## src/rtl/sptla_pkg.sv

```systemverilog
// Shared types, constants and the switch decode for the step program table.
package sptla_pkg;

    localparam int WORD_W        = 15;
    localparam int STEP_W        = 4;
    localparam int LINES_W       = 32;
    localparam int DEF_STEPS     = 16;
    localparam int DEF_SECTIONS  = 2;

    localparam logic [WORD_W-1:0] RESET_WORD    = 15'h4000;
    localparam logic [STEP_W-1:0] LAST_STEP_RST = 4'd15;

    localparam int FIRST_BIT = 10;
    localparam int LAST_BIT  = 11;

    localparam logic CMD_PROG = 1'b0;
    localparam logic CMD_NEXT = 1'b1;

    typedef struct packed {
        logic               cmd;
        logic               section;
        logic [STEP_W-1:0]  step;
        logic [LINES_W-1:0] switch_lines;
    } req_t;

    typedef struct packed {
        logic [STEP_W-1:0] follow_step;
        logic [WORD_W-1:0] step_word;
    } rsp_t;

    typedef struct packed {
        logic [STEP_W-1:0] last_step;
    } cfg_t;

    // Apply active-low switches in bit order; later switches override earlier ones.
    function automatic logic [WORD_W-1:0] program_word(
        input logic [WORD_W-1:0]  w,
        input logic [LINES_W-1:0] lines
    );
        logic [LINES_W-1:0] act;
        logic [2:0]         vr;
        logic               p1;
        logic               p2;
        logic               qn;
        logic               sl;
        logic               vs;
        logic [1:0]         op;
        logic               fst;
        logic               lst;
        logic               ts;
        logic [1:0]         tr;
        act = ~lines;
        vr  = w[2:0];
        p1  = w[3];
        p2  = w[4];
        qn  = w[5];
        sl  = w[6];
        vs  = w[7];
        op  = w[9:8];
        fst = w[10];
        lst = w[11];
        ts  = w[12];
        tr  = w[14:13];
        for (int i = 0; i < 5; i++)
        begin
            if (act[i])
            begin
                vr = 3'(i + 1);
            end
        end
        if (act[5])  vr = 3'd0;
        if (act[6])  p1 = 1'b1;
        if (act[7])  p1 = 1'b0;
        if (act[8])  p2 = 1'b1;
        if (act[9])  p2 = 1'b0;
        if (act[10]) qn = 1'b1;
        if (act[11]) qn = 1'b0;
        if (act[12]) sl = 1'b1;
        if (act[13]) sl = 1'b0;
        if (act[14]) vs = 1'b1;
        if (act[15]) vs = 1'b0;
        // stop / sustain / enable: off only clears its own mode
        for (int i = 0; i < 3; i++)
        begin
            if (act[16 + 2 * i])
            begin
                op = 2'(i + 1);
            end
            if (act[17 + 2 * i] && op == 2'(i + 1))
            begin
                op = 2'd0;
            end
        end
        if (act[22])
        begin
            fst = 1'b1;
            lst = 1'b0;
        end
        if (act[23]) fst = 1'b0;
        if (act[24])
        begin
            lst = 1'b1;
            fst = 1'b0;
        end
        if (act[25]) lst = 1'b0;
        if (act[26]) ts = 1'b1;
        if (act[27]) ts = 1'b0;
        for (int i = 0; i < 4; i++)
        begin
            if (act[28 + i])
            begin
                tr = 2'(i);
            end
        end
        return {tr, ts, lst, fst, op, vs, sl, qn, p2, p1, vr};
    endfunction

endpackage

```

## src/rtl/sptla_chan_if.sv

```systemverilog
// Valid/ready channel carrying one payload item.
interface sptla_chan_if #(
    parameter type payload_t = logic
);
    logic     valid;
    logic     ready;
    payload_t data;

    modport source (output valid, output data, input ready);
    modport sink   (input valid, input data, output ready);
endinterface

```

## src/rtl/step_program_table_with_loop_advance_top.sv

```systemverilog
// Top level: step flag table with switch programming and loop-aware step advance.
//
//  channel | dir | payload                               | accepted when
//  --------+-----+---------------------------------------+----------------------
//  req     | in  | cmd, section, step, switch_lines      | req.valid & req.ready
//  rsp     | out | follow_step, step_word                | rsp.valid & rsp.ready
//  cfg     | in  | last_step                             | cfg.valid & cfg.ready
//
// One item at a time. Program and plain advance: the accepted item issues the
// memory read in S_IDLE; S_LOOKUP takes the read word and registers the result.
// Advance from a step marked last walks back one step per memory read, from
// the addressed step down to the nearest first mark, or to step 0 if none.
// The flag memory's single read port sets that search rate.
// Reset: per-entry valid bits make unwritten steps read as the reset word;
// no clearing pass. A result waiting on rsp does not block the next accept;
// the block only holds before writing its result while the output is full.
module step_program_table_with_loop_advance_top #(
    parameter int STEPS_PER_SECTION = sptla_pkg::DEF_STEPS,
    parameter int SECTIONS          = sptla_pkg::DEF_SECTIONS
) (
    input  logic         clk,
    input  logic         rst_n,
    sptla_chan_if.sink   req,
    sptla_chan_if.source rsp,
    sptla_chan_if.sink   cfg
);
    import sptla_pkg::*;

    localparam int DEPTH  = SECTIONS * STEPS_PER_SECTION;
    localparam int ADDR_W = $clog2(DEPTH);

    typedef enum logic [1:0] {
        S_IDLE,
        S_LOOKUP,
        S_SEARCH
    } state_t;

    state_t             state_reg;
    state_t             state_next;
    logic               out_valid_reg;
    logic               out_valid_next;
    rsp_t               out_data_reg;
    rsp_t               out_data_next;
    logic [STEP_W-1:0]  last_step_reg;

    logic               cmd_reg;
    logic               cmd_next;
    logic               sec_reg;
    logic               sec_next;
    logic [STEP_W-1:0]  st_reg;
    logic [STEP_W-1:0]  st_next;
    logic [LINES_W-1:0] lines_reg;
    logic [LINES_W-1:0] lines_next;
    logic [STEP_W-1:0]  nxt_reg;
    logic [STEP_W-1:0]  nxt_next;
    logic [WORD_W-1:0]  word_reg;
    logic [WORD_W-1:0]  word_next;

    logic               rd_en;
    logic [ADDR_W-1:0]  rd_addr;
    logic [WORD_W-1:0]  rd_word;
    logic               wr_en;
    logic [ADDR_W-1:0]  wr_addr;
    logic [WORD_W-1:0]  prog_word;

    logic               sec_in;
    logic [STEP_W-1:0]  st_in;
    logic [STEP_W:0]    inc;
    logic [STEP_W-1:0]  adv_step;
    logic               can_out;

    // step modulo section size by repeated compare-subtract (4-bit value)
    function automatic logic [STEP_W-1:0] step_mod(input logic [STEP_W-1:0] v);
        logic [6:0] r;
        r = 7'(v);
        for (int i = 0; i < 8; i++)
        begin
            if (r >= 7'(STEPS_PER_SECTION))
            begin
                r = r - 7'(STEPS_PER_SECTION);
            end
        end
        return r[STEP_W-1:0];
    endfunction

    function automatic logic [ADDR_W-1:0] addr_of(
        input logic              sec,
        input logic [STEP_W-1:0] st
    );
        return ADDR_W'(st) + (sec ? ADDR_W'(STEPS_PER_SECTION) : ADDR_W'(0));
    endfunction

    sptla_store #(
        .DEPTH  (DEPTH),
        .ADDR_W (ADDR_W)
    ) u_store (
        .clk     (clk),
        .rst_n   (rst_n),
        .rd_en   (rd_en),
        .rd_addr (rd_addr),
        .rd_word (rd_word),
        .wr_en   (wr_en),
        .wr_addr (wr_addr),
        .wr_word (prog_word)
    );

    assign sec_in    = (SECTIONS > 1) ? req.data.section : 1'b0;
    assign st_in     = step_mod(req.data.step);
    assign prog_word = program_word(rd_word, lines_reg);
    assign wr_addr   = addr_of(sec_reg, st_reg);

    // plain advance with wrap past last_step or section end
    assign inc      = {1'b0, st_reg} + (STEP_W+1)'(1);
    assign adv_step = (inc > {1'b0, last_step_reg} || 7'(inc) >= 7'(STEPS_PER_SECTION))
                      ? '0 : inc[STEP_W-1:0];

    assign can_out   = !out_valid_reg || rsp.ready;
    assign req.ready = (state_reg == S_IDLE);
    assign cfg.ready = 1'b1;
    assign rsp.valid = out_valid_reg;
    assign rsp.data  = out_data_reg;

    always_comb
    begin
        state_next     = state_reg;
        out_valid_next = out_valid_reg && !rsp.ready;
        out_data_next  = out_data_reg;
        cmd_next       = cmd_reg;
        sec_next       = sec_reg;
        st_next        = st_reg;
        lines_next     = lines_reg;
        nxt_next       = nxt_reg;
        word_next      = word_reg;
        rd_en          = 1'b0;
        rd_addr        = addr_of(sec_reg, st_reg);
        wr_en          = 1'b0;
        case (state_reg)
            S_IDLE:
            begin
                if (req.valid)
                begin
                    cmd_next   = req.data.cmd;
                    sec_next   = sec_in;
                    st_next    = st_in;
                    lines_next = req.data.switch_lines;
                    rd_en      = 1'b1;
                    rd_addr    = addr_of(sec_in, st_in);
                    state_next = S_LOOKUP;
                end
            end
            S_LOOKUP:
            begin
                if (cmd_reg == CMD_NEXT && rd_word[LAST_BIT])
                begin
                    // start the backward walk at the addressed step itself
                    word_next  = rd_word;
                    nxt_next   = st_reg;
                    rd_en      = 1'b1;
                    rd_addr    = addr_of(sec_reg, st_reg);
                    state_next = S_SEARCH;
                end
                else if (can_out)
                begin
                    out_valid_next = 1'b1;
                    state_next     = S_IDLE;
                    if (cmd_reg == CMD_PROG)
                    begin
                        wr_en                     = 1'b1;
                        out_data_next.follow_step = st_reg;
                        out_data_next.step_word   = prog_word;
                    end
                    else
                    begin
                        out_data_next.follow_step = adv_step;
                        out_data_next.step_word   = rd_word;
                    end
                end
            end
            S_SEARCH:
            begin
                if (nxt_reg == '0 || rd_word[FIRST_BIT])
                begin
                    if (can_out)
                    begin
                        out_valid_next            = 1'b1;
                        out_data_next.follow_step = nxt_reg;
                        out_data_next.step_word   = word_reg;
                        state_next                = S_IDLE;
                    end
                end
                else
                begin
                    nxt_next = nxt_reg - STEP_W'(1);
                    rd_en    = 1'b1;
                    rd_addr  = addr_of(sec_reg, nxt_reg - STEP_W'(1));
                end
            end
            default:
            begin
                state_next = S_IDLE;
            end
        endcase
    end

    always_ff @(posedge clk or negedge rst_n)
    begin
        if (!rst_n)
        begin
            state_reg     <= S_IDLE;
            out_valid_reg <= 1'b0;
            last_step_reg <= LAST_STEP_RST;
        end
        else
        begin
            state_reg     <= state_next;
            out_valid_reg <= out_valid_next;
            if (cfg.valid)
            begin
                last_step_reg <= cfg.data.last_step;
            end
        end
    end

    always_ff @(posedge clk)
    begin
        out_data_reg <= out_data_next;
        cmd_reg      <= cmd_next;
        sec_reg      <= sec_next;
        st_reg       <= st_next;
        lines_reg    <= lines_next;
        nxt_reg      <= nxt_next;
        word_reg     <= word_next;
    end

`ifndef SYNTHESIS
    a_wr_only_program: assert property (@(posedge clk) disable iff (!rst_n)
        wr_en |-> (state_reg == S_LOOKUP && cmd_reg == CMD_PROG))
        else $error("flag write outside program lookup");

    a_no_rd_wr_overlap: assert property (@(posedge clk) disable iff (!rst_n)
        !(rd_en && wr_en))
        else $error("memory read and write in the same cycle");

    a_search_bounded: assert property (@(posedge clk) disable iff (!rst_n)
        (state_reg == S_SEARCH) |-> (nxt_reg <= st_reg))
        else $error("backward search passed the addressed step");

    a_accept_to_lookup: assert property (@(posedge clk) disable iff (!rst_n)
        (req.valid && req.ready) |=> (state_reg == S_LOOKUP))
        else $error("accepted item did not start a lookup");

    a_search_reads: assert property (@(posedge clk) disable iff (!rst_n)
        (state_reg == S_SEARCH && state_next == S_SEARCH && nxt_next != nxt_reg)
        |-> rd_en)
        else $error("search stepped without a memory read");
`endif

endmodule

```

## src/rtl/sptla_store.sv

```systemverilog
// Flag word memory with registered read and per-entry valid bits.
module sptla_store #(
    parameter int DEPTH  = sptla_pkg::DEF_STEPS * sptla_pkg::DEF_SECTIONS,
    parameter int ADDR_W = $clog2(DEPTH)
) (
    input  logic                          clk,
    input  logic                          rst_n,
    input  logic                          rd_en,
    input  logic [ADDR_W-1:0]             rd_addr,
    output logic [sptla_pkg::WORD_W-1:0]  rd_word,
    input  logic                          wr_en,
    input  logic [ADDR_W-1:0]             wr_addr,
    input  logic [sptla_pkg::WORD_W-1:0]  wr_word
);
    import sptla_pkg::*;

    logic [WORD_W-1:0] mem [DEPTH];
    logic [WORD_W-1:0] rd_data_reg;
    logic [DEPTH-1:0]  vld_reg;
    logic              rd_vld_reg;

    always_ff @(posedge clk)
    begin
        if (wr_en)
        begin
            mem[wr_addr] <= wr_word;
        end
        if (rd_en)
        begin
            rd_data_reg <= mem[rd_addr];
        end
    end

    // never-written entries read as the reset word
    always_ff @(posedge clk or negedge rst_n)
    begin
        if (!rst_n)
        begin
            vld_reg    <= '0;
            rd_vld_reg <= 1'b0;
        end
        else
        begin
            if (wr_en)
            begin
                vld_reg[wr_addr] <= 1'b1;
            end
            if (rd_en)
            begin
                rd_vld_reg <= vld_reg[rd_addr];
            end
        end
    end

    assign rd_word = rd_vld_reg ? rd_data_reg : RESET_WORD;

endmodule

```

## src/flat_wrapper.sv

```systemverilog
// flat-port wrapper written by rule: the top's interface ports become plain ports
module step_program_table_with_loop_advance_top_flat import sptla_pkg::*;
#(
    parameter int STEPS_PER_SECTION = sptla_pkg::DEF_STEPS,
    parameter int SECTIONS          = sptla_pkg::DEF_SECTIONS
)
  (clk, rst_n, req_valid, req_data, req_ready, rsp_valid, rsp_data, rsp_ready, cfg_valid, cfg_data, cfg_ready);
  sptla_chan_if #(.payload_t(req_t)) req_i ();
  sptla_chan_if #(.payload_t(rsp_t)) rsp_i ();
  sptla_chan_if #(.payload_t(cfg_t)) cfg_i ();
  input  logic clk;
  input  logic rst_n;
  input wire logic [$bits(req_i.valid)-1:0] req_valid;
  input wire logic [$bits(req_i.data)-1:0] req_data;
  output wire logic [$bits(req_i.ready)-1:0] req_ready;
  output wire logic [$bits(rsp_i.valid)-1:0] rsp_valid;
  output wire logic [$bits(rsp_i.data)-1:0] rsp_data;
  input wire logic [$bits(rsp_i.ready)-1:0] rsp_ready;
  input wire logic [$bits(cfg_i.valid)-1:0] cfg_valid;
  input wire logic [$bits(cfg_i.data)-1:0] cfg_data;
  output wire logic [$bits(cfg_i.ready)-1:0] cfg_ready;
  assign req_i.valid = req_valid;
  assign req_i.data = req_data;
  assign req_ready = req_i.ready;
  assign rsp_valid = rsp_i.valid;
  assign rsp_data = rsp_i.data;
  assign rsp_i.ready = rsp_ready;
  assign cfg_i.valid = cfg_valid;
  assign cfg_i.data = cfg_data;
  assign cfg_ready = cfg_i.ready;
  step_program_table_with_loop_advance_top #(.STEPS_PER_SECTION(STEPS_PER_SECTION), .SECTIONS(SECTIONS)) u_core (.clk(clk), .rst_n(rst_n), .req(req_i), .rsp(rsp_i), .cfg(cfg_i));
endmodule
```

## config.mk

```make
export PLATFORM = sky130hd
export DESIGN_NAME = step_program_table_with_loop_advance_top_flat
export DESIGN_NICKNAME = d
export VERILOG_FILES = /design/src/rtl/sptla_pkg.sv /design/src/rtl/sptla_chan_if.sv /design/src/rtl/step_program_table_with_loop_advance_top.sv /design/src/rtl/sptla_store.sv /design/src/flat_wrapper.sv
export SDC_FILE = /design/constraint.sdc
export NUM_CORES = 1
export LEC_CHECK = 0
export BUFFER_PORTS_ARGS = -buffer_cell sky130_fd_sc_hd__clkbuf_2
export CORE_ASPECT_RATIO = 1.25
export CORE_MARGIN = 2
export CORE_UTILIZATION = 30
export CTS_CLUSTER_DIAMETER = 60
export CTS_CLUSTER_SIZE = 16
export DETAILED_ROUTE_END_ITERATION = 12
export SETUP_SLACK_MARGIN = 0.4
export SYNTH_ARGS = -nofsm -noshare
export SYNTH_HDL_FRONTEND = slang
export SYNTH_HIERARCHICAL = 1
export SYNTH_SLANG_ARGS = --single-unit
```

## constraint.sdc

```tcl
create_clock -name clk -period 4.1 [get_ports clk]
set_input_delay 0.205 -clock clk [delete_from_list [all_inputs] [get_ports clk]]
set_output_delay 0.205 -clock clk [all_outputs]
set_load 0.05 [all_outputs]
```

**After elaboration in Yosys (flattened, before gate mapping)**

Memories as Yosys holds them, arrays and structs flattened. A register that Yosys moved wholly into a read port is not among the register bits.
Cells that the tools add are included.

- $add $sub $neg: 5
- Order comparisons: 5
- Equal/unequal tests: 12
- Multiplexer cells: 73
- Bitwise logic cells: 2
- Reductions and logical operators: 19

Operators with widths:

| operator | number |
|---|---|
| 19-bit two-way mux | 5 |
| 19-bit case mux with 2 select lines | 1 |
| 1-bit two-way mux | 32 |
| 32-bit NOT | 1 |
| 32-bit OR | 1 |
| 2-bit two-way mux | 14 |
| 5-bit two-way mux | 4 |
| 3-bit two-way mux | 6 |
| 4-bit by 5-bit adder with 5-bit output | 3 |
| 15-bit two-way mux | 1 |
| 5-bit by 6-bit < comparator with 1-bit output (second input constant) | 2 |
| 4-bit two-way mux | 3 |
| 5-bit case mux with 2 select lines | 1 |
| 2-bit by 1-bit inequality test with 1-bit output (second input constant) | 4 |
| 4-bit case mux with 2 select lines | 1 |
| 2-bit equality test (second input constant) | 3 |
| 1-bit logical AND | 6 |
| 2-bit inequality test (second input constant) | 3 |
| 2-bit case mux with 3 select lines | 1 |
| 2-bit AND reduction | 3 |
| 4-bit by 1-bit adder with 5-bit output (second input constant) | 1 |
| 1-bit binary-select mux with 5-bit select | 1 |
| 1-bit demux with 5-bit select | 1 |
| 5-bit by 1-bit >= comparator with 1-bit output (second input constant) | 1 |
| 13 further kinds | 17 |

- Flip-flop bits (word level): 116
- Bits in writable memories: 480
- Input bits: 47
- Output and inout port bits: 22
- Logic and storage cells: 130
- Memories: 1

Memory list:

| memory | depth | width | rd ports | clocked after Yosys merged registers in | wr ports | line | text |
|---|---|---|---|---|---|---|---|
| u_core.u_store.mem | 32 | 15 | 1 | 1 | 1 | sptla_store.sv:17 | `logic [WORD_W-1:0] mem [DEPTH];` |

**Depth between registers and ports, before layout**

- Depth in word-level cells: 17
- Gate-level depth with buffers: 15
- Depth with buffers taken out: 11

**Hierarchy**

The synthesis kept the hierarchy.

By module, submodules not included:

| module | times used | cells each | area an instance (um^2) |
|---|---|---|---|
| sptla_store | 1 | 866 | 20,238.2 |
| step_program_table_with_loop_advance_top | 1 | 285 | 3,696.0 |

**Worst setup path before layout**

OpenSTA, ideal clock, no wires.

- Kind: register -> register
- From: reg u_core.state_reg[0]
- To: reg u_core.u_store.rd_data_reg[0], read port of u_core.u_store.mem (data pin)
- Library setup time: 0.260 ns
- Arrival: 4.325 ns
- Required time: 3.840 ns
- Setup slack: -0.485 ns
- Stages on the path, launching flop included: 13
- Path buffers: 3
- Period minus slack after synthesis: 4.585 ns
- Cell sequence: dfrtp_1 > inv_1 > ha_1 > nand2_1 > inv_1 > o21ai_0 > a221o_1 > buf_2 > buf_6 > buf_6 > mux4_2 > mux4_2 > mux2_2

- Longest elaborated chain between the ends: 2
- Elaborated cells between the ends (all ways): 5
- Those cells by class: 2 x eq/ne; 2 x mux; 1 x reduce/logical

RTL lines:

| element | line | text |
|---|---|---|
| start: declaration | step_program_table_with_loop_advance_top.sv:38 | `state_t state_reg;` |
| start signal: assignment | step_program_table_with_loop_advance_top.sv:215 | `state_reg <= state_next;` |
| 2-bit zero test | - |  |
| named net req_ready | flat_wrapper.sv:15 | `output wire logic [$bits(req_i.ready)-1:0] req_ready;` |
| 5-bit case mux with 2 select lines | step_program_table_with_loop_advance_top.sv:137 | `case (state_reg)` |
| named net u_core.rd_addr[0] | step_program_table_with_loop_advance_top.sv:60 | `logic [ADDR_W-1:0] rd_addr;` |
| end: declaration | sptla_store.sv:18 | `logic [WORD_W-1:0] rd_data_reg;` |

The timed path passes the listed nets, and every way through them passes these cells.
A chain may end at the register's enable or synchronous reset.

**Worst setup path after layout**

- From: reg u_core.nxt_reg[0]
- To: reg u_core.u_store.rd_data_reg[14], read port of u_core.u_store.mem (data pin)

- Longest elaborated chain between the ends: 4
- Elaborated cells between the ends (all ways): 8
- Those cells by class: 2 x add/sub; 4 x mux; 2 x reduce/logical

RTL lines:

| element | line | text |
|---|---|---|
| start: declaration | step_program_table_with_loop_advance_top.sv:54 | `logic [STEP_W-1:0] nxt_reg;` |
| start signal: assignment | step_program_table_with_loop_advance_top.sv:231 | `nxt_reg <= nxt_next;` |
| 4-bit by 1-bit subtractor with 4-bit output or 4-bit zero test (tied branches) | step_program_table_with_loop_advance_top.sv:195, step_program_table_with_loop_advance_top.sv:181 |  |
| 4-bit by 5-bit adder with 5-bit output or 1-bit logical OR (tied branches) | step_program_table_with_loop_advance_top.sv:90, step_program_table_with_loop_advance_top.sv:181 |  |
| 5-bit two-way mux (*) | step_program_table_with_loop_advance_top.sv:181 | `if (nxt_reg == '0 \|\| rd_word[FIRST_BIT])` |
| 5-bit case mux with 2 select lines (*) | step_program_table_with_loop_advance_top.sv:137 |  |
| named net u_core.rd_addr[1] | step_program_table_with_loop_advance_top.sv:60 |  |

The timed path passes the listed nets; every way through them passes the cells marked *.

==> impl_metrics.yaml <==
status:
  status: "complete, no violations"
sta:
  tightestPinTransition_ns: 1.285
  fin_setup_tns_ns: 0
  setup_violations: 0
  fin_crit_ns: 3.649
  post-route-period-util: 0.8901
  hold_viol: 0
  rsz0062_at_grt: "false"
  hold_slack_ns: 0.1598
  skew_ns: 0.01257
  fmax_mhz: 274.0
  layout_setup_ws_ns: 0.4508
  slew_headroom: 0.1431
  drv_slew: 0
place:
  placedInstanceArea_mm2: 0.02609
  numPortBuffers: 67
  dpl.hpwl_um: 35330
  gp_congestion: 0.8104
  dp_slack_ns: 0.3402
final_layout:
  largest_register_ffs: 480
  stdcell_area_mm2: 0.02819
  syn_to_final_growth_pct: 17.76
  nFillCells: 7292
  layout-drive-gt1-share: 0.3343
  n_antenna_cell: 0
  fin_nets: 1407
drt:
  dr.pass1.iters: 5
  drtIter0Drc: 1159
  vias_per_cell: 4.937
  ant_nets: 0
  routed_wl_um: 59040
  remaining_drc_errors: 0
  avgRoutedWirePerCell_um: 24.31
  vias: 11990
grt:
  grt_pass1_vias: 12300
  overflow: 0
  grt_pass1_wl_um: 85190
  grtUsageTotal: 0.1419
  antenna_found_initial: 1
  grt_max_degree: 41
pwr:
  p_leak_uw: 0.009293
  powerDensity_mw_per_mm2: 635.9
  ir_drop_mv: 0.3172
logic_synthesis:
  yosysTopAreaCell: "edfxtp_1"
  ys_seq_elements: 611
  syn_nets: 1208
  synth.most_common_cell: "edfxtp_1"
  ys_top_cells_by_area: "edfxtp_1 (72%), mux4_2 (14%), dfrtp_1 (3.8%)"
  syn-cell-area_mm2: 0.02393
  synth_top_flop_cell: "edfxtp_1"
  synth-edff-count: 571
  async_flop_share: 0.06547
  ys_seq_area_frac: 0.7584
  synth.distinct_cells: 51
  ys_warn_count: 6
  yosys-top-cells-count: "edfxtp_1 (571), mux4_2 (150), nor2_1 (47)"
  synthCells: 1151
  synth_area_per_cell_um2: 20.79
  yosys.area.top_type_share: 0.7164
die:
  start_util: 0.3035
  boundaryPins: 69
  die_x_um: 256.6
  core_area_mm2: 0.07885
  die_area_mm2: 0.08207
  die_y_um: 319.8
  fp-row-count: 115
clock_network:
  cts_tree: "done"
  cts_buffers: 44
  clk_pin_slew_ns: 0.08
  root_buffer: "clkbuf_16"
  clockBufferDepth: 3
  cts_max_level: 2
  insertion_delay_ns: 0.57
  clock_sinks: 611
worst_setup_path:
  criticalPathCategory: "register to register"
  start_kind: "register"
  cp_max_fo: 18
  cp.required_ns: 4.42
  cp-end-kind: "register"
  cp.arrival_ns: 3.96
flow_run:
  drv_cap: 0
hold_path:
  hold_class: "input port to register"
==> power by group <==
group | internal, uW | leakage, uW | switching, uW
Sequential | 7910 | 0.00572 | 277
Clock | 2090 | 0.000613 | 2020
Combinational | 2440 | 0.00296 | 3190
==> layer usage <==
layer / global-route usage / wire length, um
met4: 0.04548 / 1853
met3: 0.01799 / 3021
met2: 0.2621 / 31750
met1: 0.1708 / 22420
met5: 0 / 0
==> cells in the final DEF (no fill, tap or decap), types with 15 or more instances in the layout <==
| cell type | instances |
|---|---|
| mux2_2 | 16 |
| clkbuf_1 | 22 |
| clkbuf_2 | 67 |
| edfxtp_1 | 571 |
| nand2_1 | 31 |
| clkbuf_16 | 48 |
| mux4_2 | 150 |
| or2_2 | 32 |
| dfrtp_1 | 36 |
| mux2i_1 | 21 |
| inv_1 | 24 |
| buf_4 | 71 |
| o21ai_0 | 16 |
| dlygate4sd3_1 | 51 |
| nor2_2 | 31 |
| nor2_1 | 15 |
| and2_1 | 15 |
| a21oi_1 | 16 |
==> critical path, stage by stage, from the launching register on <==
cell and delay [ns]:
edfxtp_1 0.40, inv_1 0.08, ha_1 0.23, nor3b_2 0.19, or3_1 0.34, buf_4 0.17
nor2_2 0.22, a221o_4 0.24, buf_4 0.30, mux4_2 0.36, mux4_2 0.56, mux2_2 0.30
==> final timing paths <==
path | cells after the start | start | endpoint | slack, ns
worst max-delay path | 11 | u_core/nxt_reg[0]$_DFFE_PP_ | u_core/u_store/rd_data_reg[14]$_DFFE_PP_ | 0.45
min in group asynchronous | 2 | rst_n | u_core/rsp.valid$_DFF_PN0_ | 0.38
worst min-delay path | 3 | req_valid | u_core/state_reg[1]$_DFFE_PN0P_ | 0.16
worst min register to register | 1 | u_core/u_store/vld_reg[14]$_DFFE_PN0P_ | u_core/u_store/vld_reg[14]$_DFFE_PN0P_ | 0.47
worst max register to register | 11 | u_core/nxt_reg[0]$_DFFE_PP_ | u_core/u_store/rd_data_reg[14]$_DFFE_PP_ | 0.45
max in group asynchronous | 2 | rst_n | u_core/u_store/vld_reg[26]$_DFFE_PN0P_ | 3.02
==> cell families (layout without fill, tap and decap cells) <==
logic type	count (synthesis)	in the layout	synth area share
AOI/OAI and AO/OA	96	97	0.02739
muxes	188	188	0.1579
and+or+nand+nor	164	164	0.03503
other	1	1	0.0001567
xor gates and xnor gates	4	4	0.001464
DFF	611	611	0.7584
buffers and inverters	77	301	0.01438
adders and majority gates	10	10	0.005228
==> timing repair <==
action	in CTS	in global routing
pin swaps	1	2
resized for setup	5	8
setup endpoints to repair	6	15
hold buffers	51	0
buffers inserted	11	5
hold endpoints to repair	79	0
cloned	3	2
==> metrics by stage <==
step | cells | utilization | total power, uW
2_1_floorplan | 1151 | - | 12020
3_3_place_gp | 2285 | 0.3308 | 13510
3_5_place_dp | 2285 | 0.3308 | 13620
4_1_cts | 2422 | 0.3560 | 17970
5_1_grt | 2429 | 0.3575 | 18670
6_report | 2429 | 0.3575 | 17920
==> area by class of cell <==
type,instances,area (um^2),share of cell area
flip-flops and latches,611,18150,0.6440
multi-input cells,464,5650,0.2005
well taps,1053,1318,0.04674
repair buffers,202,1687,0.05984
inverters,27,105.1,0.003729
clock inverters,3,26.28,0.0009322
clock buffers,69,1247,0.04426
(Power assumes the default switching activity.)
